## src/sv/dtbom_pkg.sv

```systemverilog
`timescale 1ns / 1ps
`default_nettype none
package dtbom_pkg;

    localparam int MAX_WIDTH_DEF  = 2048;
    localparam int MAX_HEIGHT_DEF = 2048;
    localparam int DEPTH_BITS_DEF = 24;

    localparam int Q_DEPTH = 4;

    localparam int CFG_IDX_BITS  = 8;
    localparam int CFG_DATA_BITS = 12;

    localparam logic [CFG_IDX_BITS-1:0] CFG_DEPTH_TEST = 8'd0;
    localparam logic [CFG_IDX_BITS-1:0] CFG_BLEND      = 8'd1;
    localparam logic [CFG_IDX_BITS-1:0] CFG_WIDTH      = 8'd2;
    localparam logic [CFG_IDX_BITS-1:0] CFG_HEIGHT     = 8'd3;

    localparam logic [11:0] RST_WIDTH  = 12'd1920;
    localparam logic [11:0] RST_HEIGHT = 12'd1080;

    localparam logic [31:0] CLEAR_COLOR = 32'h0000_00FF;

    typedef enum logic [1:0] {
        ST_WRITTEN    = 2'd0,
        ST_INVALID    = 2'd1,
        ST_OUTSIDE    = 2'd2,
        ST_DEPTH_FAIL = 2'd3
    } t_status;

    typedef struct packed {
        t_status     status;
        logic [31:0] rgba;
    } t_frag_ctl;

    typedef struct packed {
        logic depth_test_on;
        logic blend_on;
    } t_mode;

    // floor(x / 255) for x below 65280 (result fits 8 bits): estimate low by at most one, then correct
    function automatic logic [7:0] f_div255(input logic [15:0] x);
        logic [16:0] sum;
        logic [8:0]  q0;
        logic [16:0] prod;
        logic [16:0] rem;
        logic [8:0]  q;
        sum  = {1'b0, x} + {9'd0, x[15:8]};
        q0   = sum[16:8];
        prod = {q0, 8'd0} - {8'd0, q0};
        rem  = {1'b0, x} - prod;
        q    = (rem >= 17'd255) ? q0 + 9'd1 : q0;
        return q[7:0];
    endfunction

endpackage
`default_nettype wire

```

## src/sv/dtbom_front.sv

```systemverilog
`timescale 1ns / 1ps
`default_nettype none
module dtbom_front #(
    parameter int MAX_WIDTH  = dtbom_pkg::MAX_WIDTH_DEF,
    parameter int MAX_HEIGHT = dtbom_pkg::MAX_HEIGHT_DEF,
    parameter int DEPTH_BITS = dtbom_pkg::DEPTH_BITS_DEF,
    parameter int AW         = $clog2(MAX_WIDTH * MAX_HEIGHT)
) (
    input  wire                                     i_clk,
    input  wire                                     i_rst_n,
    input  wire                                     i_valid,
    input  wire  [87:0]                             i_data,
    input  wire                                     i_frag_ok,
    output logic                                    o_ready,
    input  wire                                     i_q_full,
    input  wire                                     i_clr_busy,
    output logic                                    o_push,
    output dtbom_pkg::t_frag_ctl                    o_q_ctl,
    output logic [AW-1:0]                           o_q_idx,
    output logic [DEPTH_BITS-1:0]                   o_q_depth,
    output dtbom_pkg::t_mode                        o_mode,
    input  wire                                     i_cfg_valid,
    output logic                                    o_cfg_ready,
    input  wire  [dtbom_pkg::CFG_IDX_BITS-1:0]      i_cfg_index,
    input  wire  [dtbom_pkg::CFG_DATA_BITS-1:0]     i_cfg_data
);
    import dtbom_pkg::*;

    localparam logic [12:0] MW = 13'(MAX_WIDTH);
    localparam logic [12:0] MH = 13'(MAX_HEIGHT);

    logic        r_depth_test_on;
    logic        r_blend_on;
    logic [11:0] r_view_width;
    logic [11:0] r_view_height;

    logic [12:0] w_w_eff, w_h_eff;
    logic [12:0] w_x, w_y;
    logic        w_outside;

    // hold off register writes while reset is asserted
    assign o_cfg_ready = i_rst_n;
    assign o_mode      = '{depth_test_on: r_depth_test_on, blend_on: r_blend_on};

    always_ff @(posedge i_clk) begin
        if (!i_rst_n) begin
            r_depth_test_on <= 1'b1;
            r_blend_on      <= 1'b0;
            r_view_width    <= RST_WIDTH;
            r_view_height   <= RST_HEIGHT;
        end else if (i_cfg_valid) begin
            unique case (i_cfg_index)
                CFG_DEPTH_TEST: r_depth_test_on <= i_cfg_data[0];
                CFG_BLEND:      r_blend_on      <= i_cfg_data[0];
                CFG_WIDTH:      r_view_width    <= i_cfg_data;
                CFG_HEIGHT:     r_view_height   <= i_cfg_data;
                default: ;
            endcase
        end
    end

    // saturate the viewport to the store size
    assign w_w_eff = ({1'b0, r_view_width} > MW) ? MW : {1'b0, r_view_width};
    assign w_h_eff = ({1'b0, r_view_height} > MH) ? MH : {1'b0, r_view_height};

    assign w_x = i_data[12:0];
    assign w_y = i_data[25:13];

    assign w_outside = w_x[12] || w_y[12] || (w_x >= w_w_eff) || (w_y >= w_h_eff);

    assign o_ready = !i_q_full && !i_clr_busy;
    assign o_push  = i_valid && o_ready;

    always_comb begin
        o_q_depth = DEPTH_BITS'(i_data[49:26]);
        o_q_idx   = '0;
        o_q_ctl   = '{status: ST_WRITTEN, rgba: {i_data[57:50], i_data[65:58],
                                               i_data[73:66], i_data[81:74]}};
        if (!i_frag_ok) begin
            o_q_ctl.status = ST_INVALID;
        end else if (w_outside) begin
            o_q_ctl.status = ST_OUTSIDE;
        end else begin
            o_q_idx = AW'(w_y[11:0]) * AW'(w_w_eff) + AW'(w_x[11:0]);
        end
    end

endmodule
`default_nettype wire

```

## config.mk

```make
export PLATFORM = sky130hd
export DESIGN_NAME = dtbom_front
export DESIGN_NICKNAME = d
export VERILOG_FILES = /design/src/sv/dtbom_pkg.sv /design/src/sv/dtbom_front.sv
export SDC_FILE = /design/constraint.sdc
export NUM_CORES = 1
export LEC_CHECK = 0
export ABC_AREA = 1
export BUFFER_PORTS_ARGS = -buffer_cell sky130_fd_sc_hd__buf_2
export CAP_MARGIN = 20
export CELL_PAD_IN_SITES_DETAIL_PLACEMENT = 0
export CELL_PAD_IN_SITES_GLOBAL_PLACEMENT = 1
export CORE_ASPECT_RATIO = 1.4
export CORE_MARGIN = 3
export CORE_UTILIZATION = 42
export CTS_CLUSTER_DIAMETER = 150
export CTS_CLUSTER_SIZE = 16
export DETAILED_ROUTE_END_ITERATION = 10
export PLACE_DENSITY_LB_ADDON = 0.1
export SLEW_MARGIN = 20
export SYNTH_ARGS = -nofsm -noshare
export SYNTH_HDL_FRONTEND = slang
export SYNTH_SLANG_ARGS = --single-unit
```

## constraint.sdc

```tcl
create_clock -name i_clk -period 10.6 [get_ports i_clk]
set_input_delay 2.12 -clock i_clk [delete_from_list [all_inputs] [get_ports i_clk]]
set_output_delay 2.12 -clock i_clk [all_outputs]
set_load 0.02 [all_outputs]
```

== After elaboration in Yosys (flattened, before gate mapping) ==
Index checks and enable logic that the tools add are counted.
W data, S select, Z words.

* Flip-flop bits (word level): 26

* $add $sub $neg: 1
* $mul: 1
* Order comparisons: 4
* Equal/unequal tests: 3
* Muxes and demuxes: 6
* Reduce and logical (&&, ||, !) cells: 12

{| class="wikitable"
|+ Operators by type and width
! kind !! number
|-
| $mux W22 || 2
|-
| $ge A13 B12 Y1 || 2
|-
| $gt A12 B12 Y1 const B || 2
|-
| $mux W12 || 2
|-
| $add A22 B12 Y22 || 1
|-
| $mul A12 B12 Y22 || 1
|-
| $eq A8 B2 Y1 const B || 2
|-
| $eq A8 B1 Y1 const B || 1
|-
| $logic_not A8 Y1 || 1
|-
| $reduce_and A2 Y1 || 4
|-
| $mux W2 || 2
|-
| $logic_or A1 B1 Y1 || 3
|-
| $logic_and A1 B1 Y1 || 2
|-
| $logic_not A1 Y1 || 2
|}

== Depth between registers and ports, before layout ==
* Word-level depth: 7
* Depth in mapped cells: 30

== Least setup slack after synthesis ==
Ideal clock, no wire load.

* Kind: input port to output port
* Start point: input i_data[20]
* End point: output o_q_idx[19]
* Data arrival time: 6.521 ns
* Setup slack: 1.959 ns
* Stages: 19
* Path buffers: 1
* Cells stage by stage: buf_1 -> nand3_1 -> fa_1 -> fa_1 -> fa_1 -> inv_1 -> fa_1 -> inv_1 -> fa_1 -> inv_1 -> ha_1 -> nand2_1 -> inv_1 -> nand2_1 -> o21ai_0 -> nand3_1 -> nand3_1 -> nand3_1 -> nor2_1

* Word-level cells in the longest chain between the ends: 4

{| class="wikitable"
|+ RTL lines
! element !! RTL line !! source
|-
| from (decl) || dtbom_front.sv:12 || <nowiki>input wire [87:0] i_data,</nowiki>
|-
| $mul A12 B12 Y22 / $ge A13 B12 Y1 (equally long branches) || dtbom_front.sv:84, dtbom_front.sv:69 ||
|-
| $add A22 B12 Y22 / $logic_or A1 B1 Y1 (equally long branches) || dtbom_front.sv:84, dtbom_front.sv:69 ||
|-
| $mux W22 * || dtbom_front.sv:81 || <nowiki>end else if (w_outside) begin</nowiki>
|-
| $mux W22 * || dtbom_front.sv:79 || <nowiki>if (!i_frag_ok) begin</nowiki>
|-
| to (decl) || dtbom_front.sv:19 || <nowiki>output logic [AW-1:0] o_q_idx,</nowiki>
|}

Every way passes the cells marked *; elsewhere a longest branch is shown, timed or not.

== Final worst setup path ==
* Start point: input i_data[23]
* End point: output o_q_idx[19]

Same word-level chain as after synthesis.

==> impl_metrics.toml <==
[run_status]
status = "completed"

[placed_design]
io_buffers = 81
dp.final_hpwl_mm = 16.7
gp_congestion = 0.837
place_area_sq_um = 7610
dp.cells = 1288

[cts]
clock-root-buffer = "clkbuf_16"
ctsResizeCount = 0
cts_sinks = 26
clockBufferDepth = 2
cts_buffers = 3
cts_setup_buffers = 0
worstSkewPairLatency_ns = 0.26
cts_tree = "yes"
cts-htree-levels = 1
cts.clk_slew.worst_paths_ns = 0.06
hold_buffers = 0

[synth]
async_reset_ff_share_pct = 0
yosysMostFrequentCell = "inv_1"
synth_edf_count = 0
synth-xor-area-share_pct = 1.64
synthTopCellsByArea = "fa_1, ha_1, inv_1"
ys_warn_count = 0
postSynthAreaPerCell_sq_um = 7.08
synth_commonest_cells = "inv_1, nand2_1, nor2_1"
syn_area_sq_um = 7460
ys_seq_area_share_pct = 6.98
synth_top_family_by_area = "adder cells"
syn_nets = 1363
netlist_instances = 1054
synthSimpleGateAreaFrac_pct = 23.9
synthMuxAreaShare_pct = 0
ys_types = 29
yosys_register_bits = 26
synth_compound_area_share_pct = 4.44
yosys.area_share.adder_pct = 43.6
ys.flop_type = "dfxtp_1"
yosysTopAreaCellShare_pct = 29.5
synth_top_cell_by_area = "fa_1"

[grt]
grt_pass1_wl_mm = 32.4
grt_max_degree = 37
grt_usage_pct = 20.5
antenna_found_initial = 0
grt_overflow = 0
grt_pass1_vias = 6529

[power_and_ir_drop]
power_leakage_nw = 4.33
vdd_ir_drop_max_mv = 0.0822
power_mw = 0.746
powerDensity_nw_per_um2 = 96.6

[sta]
period_minus_slack_ns = 9.15
fin_crit_sh_pct = 86.3
worst_slew_pin_slew_ns = 0.669
rsz0062_at_grt = "false"
slew_violations = 0
fin_setup_tns_ns = 0
finClkSkew_ns = 0
max_freq_mhz = 109
hold_viol = 0
max_slew_margin_pct = 55.3
setup_violations = 0

[layout]
design_area_sq_um = 7720
layout-drive-gt1-share_pct = 8.52
stdcell_count = 1292
antenna_cells = 0
nNetsFinal = 1366
fillerInstances = 1946
synthToLayoutAreaGrowth_pct = 3.45

[worst_setup_path]
cpMostUsedCell = "inv_1"
max_stage_delay_ns = 0.57
required_ns = 8.48
slowest_stage = "fa_1"
start_kind = "input pin"
cp_cell_sequence = "buf_2 -> inv_1 -> nor2_1 -> fa_1 -> inv_1 -> fa_1 -> inv_1 -> fa_1 -> fa_1 -> inv_1 -> fa_1 -> inv_1 -> ha_1 -> nand2_1 -> inv_1 -> nand2_1 -> o21ai_0 -> nand3_1 -> nand3_1 -> nand3_1 -> nor2_1 -> buf_2"
cp.arrival_ns = 7.03
setup.worst_path.end_class = "primary output"
crit_type = "input pin to primary output"
critPathMaxFanout = 8

[detailed_routing]
wl_per_cell_microns = 14.9
drt-vias-per-instance = 4.78
ant_nets = 0
drt_first_pass_iters = 4
drc = 0
wl_mm = 19.2
vias = 6180
drtIter0Drc = 286

[floorplan]
die_w_microns = 119
io_pins = 200
rows = 57
fp.coreArea_sq_um = 17400
die_area_sq_um = 19400
fp.dieH_microns = 164
start_util_pct = 42.9

[job]
drv_cap = 0

[min_path]
hold_class = "register to register"
==> critical path, delay by kind of cell <==
kind	cells	cell delay [ns]
fa+ha+maj	6	2.89
compound gates	1	0.47
simple gates	7	0.69
buf+inv	8	0.84
==> registers in the layout, indices dropped and copies added, names as in the netlist <==
register and count:
r_blend_on 1, r_view_width 12, r_view_height 12, r_depth_test_on 1
==> cell type report <==
| type | instances | area (sq um) | area share [%] |
|---|---|---|---|
| clock buffer | 3 | 75.1 | 0.972 |
| clock inverter | 1 | 30.0 | 0.389 |
| inverter | 241 | 905 | 11.7 |
| multi-input combinational | 704 | 5490 | 71.1 |
| sequential | 26 | 520 | 6.74 |
| tap | 236 | 295 | 3.82 |
| timing repair buffer | 81 | 405 | 5.25 |
==> metal layers <==
metal	wire length [microns]	global-route usage [%]	vias up	part of all wire (%)
met5	0	0	-	0
met2	9920	39.4	131	52
met1	8180	24.9	2918	43
met4	460	5.01	0	2.4
met3	658	1.38	23	3.4
li1	-	-	3108	-
==> cell families after synthesis <==
group,after synthesis
XOR/XNOR,14
adder cells (fa/ha/maj),194
AND/OR/NAND/NOR,434
buffers and inverters,324
AO/OA/AOI/OAI,62
flip-flops,26
==> final timing paths <==
kind	from	cells past startpoint	end	slack, ns
max	i_data[23]	22	o_q_idx[19]	1.45
min reg2reg	r_blend_on	2	r_blend_on	0.45
min	r_blend_on	2	r_blend_on	0.45
max reg2reg	r_view_width[11]	2	r_view_width[11]	9.13
==> through the flow <==
stage                     setup WS [ns]  util, %  hold WS, ns
after floorplan                    1.96        -        0.423
after global placement             1.43     43.8        0.440
after detailed placement           1.41     43.8        0.443
after CTS                          1.41     44.4        0.455
after global routing               1.01     44.4        0.495
final                              1.45     44.4        0.453
==> power breakdown <==
part	leakage [nW]	switching [mW]	total [mW]	internal, mW
Clock	0.0511	0.0333	0.108	0.0751
Combinational	4.07	0.336	0.539	0.203
Sequential	0.210	0.000359	0.0982	0.0979
==> cells in the final DEF, fill, tap and decap left out, drive strengths merged <==
cell type,netlist,final
fa,110,110
o211ai,2,2
or2,1,1
clkinv,2,2
nor3,6,6
o21ai,22,22
nor4,3,3
nand3,72,72
clkbuf,10,3
inv,239,239
o21bai,5,5
bufinv,0,1
a21oi,31,31
nand4,6,6
nor2,165,165
nand2,177,177
nand3b,2,2
a21o,1,1
buf,73,81
ha,84,84
dfxtp,26,26
nor3b,2,2
xnor2,6,6
a31oi,1,1
xor2,8,8
Power figures use the tool's default switching activity.
