`config.mk`:
```
export PLATFORM = sky130hd
export DESIGN_NAME = dtbom_fifo
export DESIGN_NICKNAME = d
export VERILOG_FILES = /design/src/sv/dtbom_pkg.sv /design/src/sv/dtbom_fifo.sv
export SDC_FILE = /design/constraint.sdc
export NUM_CORES = 1
export LEC_CHECK = 0
export BUFFER_PORTS_ARGS = -buffer_cell sky130_fd_sc_hd__buf_2
export CAP_MARGIN = 20
export CORE_AREA = 4 4 69 58
export DETAILED_ROUTE_END_ITERATION = 6
export DIE_AREA = 0 0 73 62
export PLACE_DENSITY = 0.72
export SLEW_MARGIN = 20
export SYNTH_ARGS = -nofsm -noshare
export SYNTH_HDL_FRONTEND = slang
export SYNTH_SLANG_ARGS = --single-unit
```
`constraint.sdc`:
```
create_clock -name i_clk -period 1.8 [get_ports i_clk]
set_input_delay 0.45 -clock i_clk [delete_from_list [all_inputs] [get_ports i_clk]]
set_output_delay 0.45 -clock i_clk [all_outputs]
set_load 0.01 [all_outputs]
```
`src/sv/dtbom_pkg.sv`:
```
`timescale 1ns / 1ps
`default_nettype none
package dtbom_pkg;

    localparam int MAX_WIDTH_DEF  = 2048;
    localparam int MAX_HEIGHT_DEF = 2048;
    localparam int DEPTH_BITS_DEF = 24;

    localparam int Q_DEPTH = 4;

    localparam int CFG_IDX_BITS  = 8;
    localparam int CFG_DATA_BITS = 12;

    localparam logic [CFG_IDX_BITS-1:0] CFG_DEPTH_TEST = 8'd0;
    localparam logic [CFG_IDX_BITS-1:0] CFG_BLEND      = 8'd1;
    localparam logic [CFG_IDX_BITS-1:0] CFG_WIDTH      = 8'd2;
    localparam logic [CFG_IDX_BITS-1:0] CFG_HEIGHT     = 8'd3;

    localparam logic [11:0] RST_WIDTH  = 12'd1920;
    localparam logic [11:0] RST_HEIGHT = 12'd1080;

    localparam logic [31:0] CLEAR_COLOR = 32'h0000_00FF;

    typedef enum logic [1:0] {
        ST_WRITTEN    = 2'd0,
        ST_INVALID    = 2'd1,
        ST_OUTSIDE    = 2'd2,
        ST_DEPTH_FAIL = 2'd3
    } t_status;

    typedef struct packed {
        t_status     status;
        logic [31:0] rgba;
    } t_frag_ctl;

    typedef struct packed {
        logic depth_test_on;
        logic blend_on;
    } t_mode;

    // floor(x / 255) for x below 65280 (result fits 8 bits): estimate low by at most one, then correct
    function automatic logic [7:0] f_div255(input logic [15:0] x);
        logic [16:0] sum;
        logic [8:0]  q0;
        logic [16:0] prod;
        logic [16:0] rem;
        logic [8:0]  q;
        sum  = {1'b0, x} + {9'd0, x[15:8]};
        q0   = sum[16:8];
        prod = {q0, 8'd0} - {8'd0, q0};
        rem  = {1'b0, x} - prod;
        q    = (rem >= 17'd255) ? q0 + 9'd1 : q0;
        return q[7:0];
    endfunction

endpackage
`default_nettype wire

```
`src/sv/dtbom_fifo.sv`:
```
`timescale 1ns / 1ps
`default_nettype none
module dtbom_fifo #(
    parameter int DW = 8
) (
    input  wire           i_clk,
    input  wire           i_rst_n,
    input  wire           i_push,
    input  wire  [DW-1:0] i_data,
    input  wire           i_pop,
    output logic [DW-1:0] o_data,
    output logic          o_full,
    output logic          o_empty
);
    import dtbom_pkg::*;

    localparam int PB = $clog2(Q_DEPTH);
    localparam int CB = $clog2(Q_DEPTH + 1);

    logic [DW-1:0] r_mem [Q_DEPTH];
    logic [PB-1:0] r_wr_ptr, n_wr_ptr;
    logic [PB-1:0] r_rd_ptr, n_rd_ptr;
    logic [CB-1:0] r_count, n_count;

    assign o_data  = r_mem[r_rd_ptr];
    assign o_full  = (r_count == CB'(Q_DEPTH));
    assign o_empty = (r_count == '0);

    always_comb begin
        n_wr_ptr = r_wr_ptr;
        n_rd_ptr = r_rd_ptr;
        n_count  = r_count;
        if (i_push) begin
            n_wr_ptr = (r_wr_ptr == PB'(Q_DEPTH - 1)) ? '0 : r_wr_ptr + PB'(1);
        end
        if (i_pop) begin
            n_rd_ptr = (r_rd_ptr == PB'(Q_DEPTH - 1)) ? '0 : r_rd_ptr + PB'(1);
        end
        if (i_push && !i_pop) begin
            n_count = r_count + CB'(1);
        end else if (!i_push && i_pop) begin
            n_count = r_count - CB'(1);
        end
    end

    always_ff @(posedge i_clk) begin
        if (!i_rst_n) begin
            r_wr_ptr <= '0;
            r_rd_ptr <= '0;
            r_count  <= '0;
        end else begin
            r_wr_ptr <= n_wr_ptr;
            r_rd_ptr <= n_rd_ptr;
            r_count  <= n_count;
        end
    end

    always_ff @(posedge i_clk) begin
        if (i_push) begin
            r_mem[r_wr_ptr] <= i_data;
        end
    end

endmodule
`default_nettype wire

```
# After elaboration in Yosys (flattened, before gate mapping)
# Memory sizes are Yosys's and may differ from the RTL's. A register that Yosys moved wholly into a read port is not among the register bits.
# Index checks and enable logic that the tools add are counted.
[word_totals]
register_bits = 7
ram_bits = 32
inputBits = 12
output_inout_bits = 10
wordCells = 25
mem_count = 1
[mem_list]
columns = ["name", "depth", "word_bits", "read_ports", "rd_clocked_by_memory_dff", "write_ports", "line", "text"]
rows = [
  ["r_mem", 4, 8, 1, 1, 1, "dtbom_fifo.sv:20", "logic [DW-1:0] r_mem [Q_DEPTH];"],
]
[classes]
n_addsub = 4
n_eq_ne = 3
n_mux = 8
n_reduce_logical = 6
[ops]
columns = ["operator", "count"]
rows = [
  ["2-bit 2-to-1 mux", 4],
  ["3-bit 2-to-1 mux", 2],
  ["2-bit by 1-bit adder with 2-bit output, second input constant", 2],
  ["2-bit equality test, second input constant", 2],
  ["3-bit by 1-bit adder with 3-bit output, second input constant", 1],
  ["3-bit equality test, second input constant", 1],
  ["3-bit logical NOT", 1],
  ["3-bit by 1-bit subtractor with 3-bit output, second input constant", 1],
  ["1-bit logical AND", 2],
  ["1-bit logical NOT", 2],
  ["1-bit 2-to-1 mux", 2],
  ["2-bit nonzero test", 1],
]

# Logic depth before layout (Yosys ltp)
# Gate-level depths: netlist of run 1.
[depth]
depth_word = 4
depth_mapped = 7
depth_no_buf = 7

# Least setup slack after synthesis of run 1
# No wires, ideal clock.
[synth_path]
path_type = "input port to flip-flop"
start = "in i_pop"
end = "reg r_count[2]"
setup_time_ns = 0.070
t_arrival_ns = 1.643
required_ns = 1.730
slack_ns = 0.087
cell_stages = 7
path_buffers = 0
cell_sequence = "inv_1 > ha_1 > inv_1 > fa_1 > xor2_1 > or3_1 > a21boi_1"
[synth_via]
elab_chain_len = 3
elab_cells_between_ends = 5
cone_classes = "mux (1); reduce/logical (4)"
[synth_rtl]
columns = ["item", "line", "text"]
rows = [
  ["start, declared", "dtbom_fifo.sv:10", "input wire i_pop,"],
  ["1-bit logical NOT", "dtbom_fifo.sv:39", "if (i_push && !i_pop) begin"],
  ["1-bit logical AND", "dtbom_fifo.sv:39", ""],
  ["3-bit 2-to-1 mux / 2-bit nonzero test (equally long branches)", "n/a", ""],
  ["end signal, assigned", "dtbom_fifo.sv:54", "r_count <= n_count;"],
  ["end, declared", "dtbom_fifo.sv:23", "logic [CB-1:0] r_count, n_count;"],
]
# Several ways; a longest one is shown, not always the timed one.
# A chain may end at the register's enable or synchronous reset.

==> results of run 1 <==
## synthesized netlist by cell type (all sizes together)
cell type / count
buf: 1
fa: 1
nor3: 2
a21boi: 1
ha: 6
nor3b: 1
o21ai: 1
nor2: 1
xnor2: 1
xor2: 1
dfxtp: 9
mux2i: 4
or3: 1
o21a: 1
inv: 4
mux4: 8
clkbuf: 1
and2: 5
nor2b: 5
edfxtp: 32
## flip-flops by register name (all words and copies together) (netlist names), named ones only
register	cells
r_count	3
r_mem	32
r_rd_ptr	2
r_wr_ptr	2
## worst max path at each step
stage,from,end,slack (ns),depth (start not counted)
2_1_floorplan,i_pop,r_count[2],0.09,7
4_1_cts,flop,o_data[5],-0.09,3
3_5_place_dp,i_pop,r_count[2],-0.15,8
6_report,flop,o_data[5],-0.06,3
5_1_grt,flop,o_data[3],-0.12,3
3_3_place_gp,i_pop,r_count[2],-0.03,8
## kinds of logic after synthesis
| group | after synthesis | share of synthesized area [%] |
|---|---|---|
| adders and majority gates | 7 | 5.89 |
| muxes | 12 | 13.6 |
| and+or+nand+nor | 15 | 5.58 |
| DFF | 41 | 70.6 |
| buffers and inverters | 6 | 1.94 |
| AOI/OAI and AO/OA | 3 | 1.24 |
| xor gates and xnor gates | 2 | 1.08 |
## area by class of cell
class | instances | area, µm² | area share, %
clock buffers | 6 | 72.6 | 3.73
multi-input cells | 39 | 443 | 22.8
flip-flops and latches | 41 | 1140 | 58.8
repair buffers | 27 | 183 | 9.40
inverters | 4 | 15.0 | 0.773
well taps | 42 | 52.6 | 2.70
clock inverters | 2 | 35.0 | 1.80
## power by group
part	internal, mW	total, mW	switching, mW
sequential	1.08	1.11	0.0352
combinational	0.136	0.252	0.116
clock	0.411	0.698	0.287
## layer usage
layer | GRT usage [%] | vias to the layer above | routed length (µm)
met5 | 0 | - | 0
met4 | 7.11 | 0 | 59
met3 | 5.79 | 7 | 135
met2 | 22.2 | 18 | 1380
met1 | 14.2 | 384 | 998
li1 | - | 389 | -
## what timing repair did
item                                    in CTS  in global routing
resized for setup                            4                  3
gates cloned                                 0                  0
endpoints found under the setup margin       8                  8
## critical path, stage by stage, from the launching register on
cell     delay [ns]
dfxtp_2        0.35
buf_6          0.13
mux4_2         0.51
buf_6          0.14
==> metrics.txt, run 1 <==
status finished with violations; failing checks negative setup slack; Seq/Total Area, Yosys 70.6%; Synth area leader edfxtp_1; nets 137; CP Max Fanout 4; hold buffer count at cts 0; hold endpoint r_mem[2][3]; HPWL after detailed placement ~1800 µm; row cnt 19; total of max-cap violations 0; final setup vio count 8; Hold Path Class in2reg; worst skew pair latency ~0.28 ns; die area between 4000 and 5000 µm²; placed insts between 150 and 200; Synth area leaders edfxtp_1 (59%), dfxtp_1 (11%), mux4_2 (11%); die height between 60 and 70 µm; routed vias/inst ~5.0; final core area utilization slightly below 60%; Initial Util 48.2%; post-route minimum period between 1.5 and 2 ns; die boundary width ~73 µm; CTS root buf clkbuf_8; max_slew headroom between 70% and 80%; hold depth 1; Starting DRT DRC Count 27; Post-CTS Setup Repair Bufs 0; Hold Startpoint i_data[3]; gpl congestion between 0.6 and 0.7; Port Buf Inserts 21; WS Path Type reg2out; clock-pin transition on the worst setup and hold timing paths about 0.07 ns; commonest non-fill, non-tap cell in the layout edfxtp_1; Sink Count about 40; Post-Syn Area per Cell 18.8 µm²; Total Power about 2.1 mW; final period utilization 103%; worst slew pin tran about 0.43 ns; Non-Filler Instances approximately 160; top achievable clock speed roughly 540 MHz; core area between 3000 and 4000 µm²; number of distinct library cells after synthesis 20; GRT Resource Usage Total 13.2%; worst r2r path cells 4; Post-Layout Inst Area 1940 µm²; Worst Path Required 1.35 ns; Area after DPL approximately 1800 µm²; Post-DRT Antenna Nets 0; Hold WS approximately 0.38 ns; vias in the first global route around 850; Ys Warns 0; P&R area growth vs syn 20.3%; maximum root-to-sink buffer count 2; number of CTS-inserted buffers 5; TNS Setup -0.372 ns; WP data arrival roughly 1.4 ns; peak supply drop roughly 0.00045 V; largest net degree at the start of global routing 14; power per cell area between 1000 and 1500 nW/µm²; Crit. End Element output pin; flop-to-flop setup slack 0.29 ns; via count 798; RR Startpoint r_count[0]; Syn Nets 105; WL final 2580 µm; initial antenna violation count 0; DP Worst Slack -0.148 ns; layout cells sized above 1 between 30% and 40%; startpoint types flop; Post-route DRC 0; commonest cells after routing, fill and taps aside edfxtp_1 (32), buf_2 (17), mux4_2 (8), dfxtp_1 (8); final hold violations 0; Synth Instances 86; Congestion Overflow GR 0; Netlist Area Pre-Place 1620 µm²; ant diodes 0; drt pass-1 iters 4; unrepaired setup endpoints after global routing yes; RR Endpoint r_count[2]; static leakage ~0.73 nW; number of top-level pins 22; Yosys reg bits between 40 and 50; Synth top area share about three fifths; # fillers approximately 260; CTS tree yes; fin worst setup slack -0.0594 ns; H-Tree Depth 2; final setup skew approximately 0.0038 ns; Avg WL per Cell between 15 and 20 µm; global-route wire length before repair 4020 µm; count of pins over their slew limit 0
Power figures use the tool's default switching activity.
==> inputs of run 2 (changes only) <==
- ABC_AREA: unset -> 1
- CORE_AREA: 4 4 69 58 -> 4 4 70 59
- DIE_AREA: 0 0 73 62 -> 0 0 74 63
- PLACE_DENSITY: 0.72 -> 0.71
==> metrics.txt, run 2 <==
status completed (was finished with violations); max reg flops 32 (unchanged); Yosys reg bits 41 (unchanged); Non-Filler Instances 206 (was 161); commonest cells after routing, fill and taps aside edfxtp_1 (32), nor2_1 (22), buf_2 (21) (was edfxtp_1 (32), buf_2 (17), mux4_2 (8), dfxtp_1 (8)); ant diodes 0 (unchanged); HPWL after detailed placement 2000 µm (was 1840 µm); flop-to-flop setup slack 0.51 ns (was 0.29 ns); Hold Path Class in2reg (unchanged); max_slew headroom 74.8% (was 71.4%); WL final 2860 µm (was 2580 µm); die boundary width 74 µm (was 73 µm); Post-DRT Antenna Nets 0 (unchanged); startpoint types flop (unchanged); P&R area growth vs syn 15.7% (was 20.3%); # fillers 290 (was 257); initial antenna violation count 0 (unchanged); worst slew pin tran 0.378 ns (was 0.429 ns); nets 182 (was 137); main combinational cell family by area after synthesis compound AO/OA/AOI/OAI gates (was multiplexers); Synth top area share 58.2% (was 59.5%); Initial Util 48.6% (was 48.2%); Netlist Area Pre-Place 1650 µm² (was 1620 µm²); Post-synth top cells edfxtp_1 (32), nor2_1 (22), inv_1 (15), o21ai_0 (15), dfxtp_1 (9) (was edfxtp_1 (32), dfxtp_1 (9), mux4_2 (8)); drt pass-1 iters 4 (unchanged); core area 3400 µm² (was 3350 µm²); number of synthesized flops with an enable pin 32 (unchanged); commonest non-fill, non-tap cell in the layout edfxtp_1 (unchanged); Primary FF master, synth edfxtp_1 (unchanged); peak supply drop 0.000551 V (was 0.000446 V); Syn Nets 154 (was 105); biggest regs r_mem x32, r_count x3 (unchanged); top achievable clock speed 583 MHz (was 538 MHz); final setup skew 0.00198 ns (was 0.00378 ns); post-route minimum period 1.71 ns (was 1.86 ns); final hold violations 0 (unchanged); CTS root buf clkbuf_8 (unchanged); via count 1051 (was 798); maximum root-to-sink buffer count 2 (unchanged); most frequent cell after synthesis edfxtp_1 (unchanged); Crit. End Element output pin (unchanged); number of top-level pins 22 (unchanged); Port Buf Inserts 21 (unchanged); CP Max Fanout 9 (was 4); hold buffer count at cts 0 (unchanged); GRT Resource Usage Total 13.6% (was 13.2%); clock-pin transition on the worst setup and hold timing paths 0.07 ns (about the same); number of CTS-inserted buffers 5 (unchanged); placed insts 198 (was 153); Post-CTS Setup Repair Bufs 0 (unchanged); die height 63 µm (was 62 µm); count of pins over their slew limit 0 (unchanged); Worst Path Required 1.35 ns (about the same); XOR/XNOR Fraction of Synth Area 0.530% (was 1.08%); final period utilization 95.3% (was 103%); Sink Count 41 (unchanged); Synth area leaders edfxtp_1 (58%), dfxtp_1 (11%), nor2_1 (5.0%) (was edfxtp_1 (59%), dfxtp_1 (11%), mux4_2 (11%)); largest net degree at the start of global routing 17 (was 14); adder-cell share of the synthesized area 5.76% (was 5.89%); async set or reset register ratio after synthesis 0% (unchanged); power per cell area 1030 nW/µm² (was 1060 nW/µm²); Compound-Gate Fraction of Synth Area 10.2% (was 1.24%); Post-route DRC 0 (unchanged); most flop-heavy register r_mem (unchanged); Seq/Total Area, Yosys 69.1% (was 70.6%); multi-input logic area 428 µm² (was 443 µm²); WS Path Type reg2out (unchanged); Avg WL per Cell 13.9 µm (was 16.0 µm); Synth area leader edfxtp_1 (unchanged); Post-Syn Area per Cell 12.2 µm² (was 18.8 µm²); H-Tree Depth 2 (unchanged); post-synthesis simple-gate area fraction 9.47% (was 5.58%); Congestion Overflow GR 0 (unchanged); WP data arrival 1.26 ns (was 1.41 ns); CTS tree yes (unchanged); unrepaired setup endpoints after global routing no (was yes); vias in the first global route 1025 (was 854); final setup vio count 0 (was 8); worst skew pair latency 0.28 ns (about the same); Synth Instances 135 (was 86); die area 4660 µm² (was 4530 µm²); gpl congestion 0.671 (was 0.688); routed vias/inst 5.10 (was 4.96); layout cells sized above 1 23.8% (was 36.1%); row cnt 19 (unchanged); TNS Setup 0 ns (was -0.372 ns); number of distinct library cells after synthesis 19 (was 20); register area 1150 µm² (was 1140 µm²); Starting DRT DRC Count 35 (was 27); total of max-cap violations 0 (unchanged); mux cell area share after synthesis 0% (was 13.6%); global-route wire length before repair 4680 µm (was 4020 µm); static leakage 0.776 nW (was 0.728 nW); Ys Warns 0 (unchanged)
[run 2: routing by layer]
layer	GRT usage [%]	part of all wire, %
met3	4.82	5.3
met1	16.6	44
met2	21.1	49
met5	0	0
met4	6.56	1.5
[run 2: power breakdown]
group          switching, mW  internal [mW]
Sequential            0.0336           1.07
Clock                  0.283          0.346
Combinational          0.144         0.0928
Total                  0.461           1.51
[run 2: logic make-up (layout without fill, tap and decap cells)]
kind of cell             count (synthesis)  count (layout)
flip-flops                              41              41
AND/OR/NAND/NOR                         38              38
AO/OA/AOI/OAI                           30              30
buffers and inverters                   18              47
adder cells (fa/ha/maj)                  7               7
XOR/XNOR                                 1               1
[run 2: worst max-delay path, stage by stage (launching register included)]
cell and delay (ns):
dfxtp_4 0.41, buf_4 0.17, o21ai_0 0.09, o22ai_1 0.15, buf_2 0.16
[run 2: through the flow]
step	area [µm²]	util (%)	total power, mW	hold WS, ns	setup slack [ns]
6_report	1910	56.2	1.97	0.377	0.0852
5_1_grt	1910	56.2	2.06	0.372	0.00820
4_1_cts	1910	56.1	1.99	0.374	0.0207
3_5_place_dp	1800	53.0	1.37	0.530	0.0944
3_3_place_gp	1800	53.0	1.35	0.502	0.157
2_1_floorplan	1650	-	1.27	0.490	0.299
[run 2: final timing paths]
check	startpoint	endpoint	depth (start not counted)
setup / recovery	flop	o_data[1]	4
hold / removal	i_data[5]	r_mem[1][5]	1
setup reg to reg	r_wr_ptr[0]	r_mem[3][6]	3
hold reg to reg	r_wr_ptr[1]	r_wr_ptr[1]	2
[run 2: layout make-up]
type,count,area share [%]
Inverter,16,3.27
Clock buffer,7,5.04
Clock inverter,1,0.262
Multi-Input combinational cell,76,22.4
Tap cell,42,2.75
Timing Repair Buffer,23,6.29
Sequential cell,41,60.0
[run 2: timing repair]
item                                    in CTS  in global routing
pin swaps                                    0                  0
gates resized for setup                      3                  2
hold endpoints to repair                     0                  0
endpoints found under the setup margin       8                  7
==> inputs of run 3 (changes only) <==
- CORE_AREA: 4 4 70 59 -> 4 4 63 65
- CTS_CLUSTER_SIZE: unset -> 24
- DIE_AREA: 0 0 74 63 -> 0 0 67 69
==> metrics.txt, run 3 (synthesis gave the netlist of run 2 again) <==
NetSw 0.467 mW (was 0.461 mW); die area 4620 µm² (was 4660 µm²); Logic pwr share 13.3% (was 12.0%); final hold violations 0 (unchanged); wire length on met1 1200 µm (was 1250 µm); max_slew headroom 75.1% (was 74.8%); Area after DPL 1810 µm² (was 1800 µm²); Crit. End Element output pin (unchanged); H-Tree Depth 2 (unchanged); final setup vio count 0 (unchanged); P&R area growth vs syn 18.6% (was 15.7%); CTS root buf clkbuf_4 (was clkbuf_8); initial antenna violation count 0 (unchanged); CTS tree yes (unchanged); worst skew pair latency 0.34 ns (was 0.28 ns); biggest regs r_mem x32, r_count x3 (unchanged); internal power 1.51 mW (about the same); maximum root-to-sink buffer count 2 (unchanged); vias in the first global route 1015 (was 1025); Hold Path Class in2reg (unchanged); total of max-cap violations 0 (unchanged); number of top-level pins 22 (unchanged); WL final 2810 µm (was 2860 µm); most flop-heavy register r_mem (unchanged); Starting DRT DRC Count 29 (was 35); highest routed layer met4 (unchanged); register area 1150 µm² (about the same); global-route wire length before repair 4660 µm (was 4680 µm); Post-route DRC 0 (unchanged); Hold WS 0.313 ns (was 0.377 ns); Sink Count 41 (unchanged); Sw Share 23.6% (was 23.3%); startpoint types flop (unchanged); drt pass-1 iters 4 (unchanged); Post-Layout Inst Area 1960 µm² (was 1910 µm²); max reg flops 32 (unchanged); Worst Path Required 1.35 ns (about the same); Initial Util 49.5% (was 48.6%); nets 184 (was 182); Total Power 1.98 mW (was 1.97 mW); Non-Filler Instances 212 (was 206); CP Max Fanout 8 (was 9); largest net degree at the start of global routing 17 (unchanged); ant diodes 0 (unchanged); commonest cells after routing, fill and taps aside edfxtp_1 (32), nor2_1 (21), buf_2 (21) (was edfxtp_1 (32), nor2_1 (22), buf_2 (21)); power per cell area 1010 nW/µm² (was 1030 nW/µm²); TNS Setup 0 ns (unchanged); Port Buf Inserts 21 (unchanged); peak supply drop 0.000446 V (was 0.000551 V); Congestion Overflow GR 0 (unchanged); Hold Startpoint i_data[6] (was i_data[5]); count of pins over their slew limit 0 (unchanged); Post-DRT Antenna Nets 0 (unchanged); worst slew pin tran 0.374 ns (was 0.378 ns); final period utilization 96.7% (was 95.3%); top achievable clock speed 575 MHz (was 583 MHz); WP data arrival 1.29 ns (was 1.26 ns); WS Path Type reg2out (unchanged); DR WL met2 1400 µm (was 1410 µm); fin worst setup slack 0.0602 ns (was 0.0852 ns); placed insts 203 (was 198); via count 1066 (was 1051); multi-input logic area 455 µm² (was 428 µm²); Clk network pwr share 30.8% (was 31.9%); routed wire length on met3 146 µm (was 151 µm); layout cells sized above 1 27.1% (was 23.8%); static leakage 0.791 nW (was 0.776 nW); clock-pin transition on the worst setup and hold timing paths 0.12 ns (was 0.07 ns); final core area utilization 58.7% (was 56.2%); RR Startpoint r_wr_ptr[0] (unchanged); die boundary width 67 µm (was 74 µm); # fillers 283 (was 290); row cnt 21 (was 19); final setup skew 0.00969 ns (was 0.00198 ns); routed vias/inst 5.03 (was 5.10); core area 3340 µm² (was 3400 µm²); DP Worst Slack 0.0580 ns (was 0.0944 ns); status completed (unchanged); post-route minimum period 1.74 ns (was 1.71 ns); GRT Resource Usage Total 13.7% (was 13.6%); number of CTS-inserted buffers 5 (unchanged); commonest non-fill, non-tap cell in the layout edfxtp_1 (unchanged); HPWL after detailed placement 1970 µm (was 2000 µm); Avg WL per Cell 13.3 µm (was 13.9 µm); unrepaired setup endpoints after global routing yes (was no); Seq pwr share 55.9% (was 56.1%); die height 69 µm (was 63 µm); gpl congestion 0.711 (was 0.671)
[run 3: final cells by class]
cell class | instances | share of cell area [%]
Sequential cell | 41 | 58.6
Multi-Input combinational cell | 76 | 23.2
Timing Repair Buffer | 25 | 7.28
Inverter | 16 | 3.58
Tap cell | 46 | 2.94
Clock buffer | 7 | 2.81
Clock inverter | 1 | 1.53
[run 3: worst paths after layout]
| path | slack, ns | to | cells past startpoint |
|---|---|---|---|
| worst min register to register | 0.56 | r_wr_ptr[1] | 2 |
| worst min-delay path | 0.31 | r_mem[0][6] | 1 |
| worst max-delay path | 0.06 | o_data[7] | 5 |
| worst max register to register | 0.52 | r_mem[3][0] | 3 |
[run 3: critical path: stages, from the launching register on]
cell	delay (ns)
dfxtp_4	0.39
buf_6	0.14
buf_4	0.14
nor2_4	0.08
o22ai_2	0.06
buf_2	0.14
[run 3: metal layers]
metal | global-route usage [%] | vias to the layer above
met3 | 4.22 | 8
li1 | - | 535
met5 | 0 | -
met2 | 22.1 | 24
met1 | 16.5 | 499
met4 | 6.08 | 0
[run 3: repair_timing]
action / 4_1_cts / 5_1_grt
setup buffers: 0 / 1
endpoints found under the setup margin: 6 / 4
pin swaps: 0 / 6
gates resized for setup: 4 / 18
hold endpoints to repair: 0 / 0
hold buffers: 0 / 0
[run 3: power groups by stage]
| stage | clock network (mW) | logic [mW] | registers, mW |
|---|---|---|---|
| floorplan | 0 | 0.153 | 1.12 |
| global placement | 0 | 0.233 | 1.12 |
| detailed placement | 0 | 0.248 | 1.12 |
| CTS | 0.616 | 0.250 | 1.10 |
| global route | 0.657 | 0.300 | 1.11 |
| finish | 0.610 | 0.262 | 1.11 |
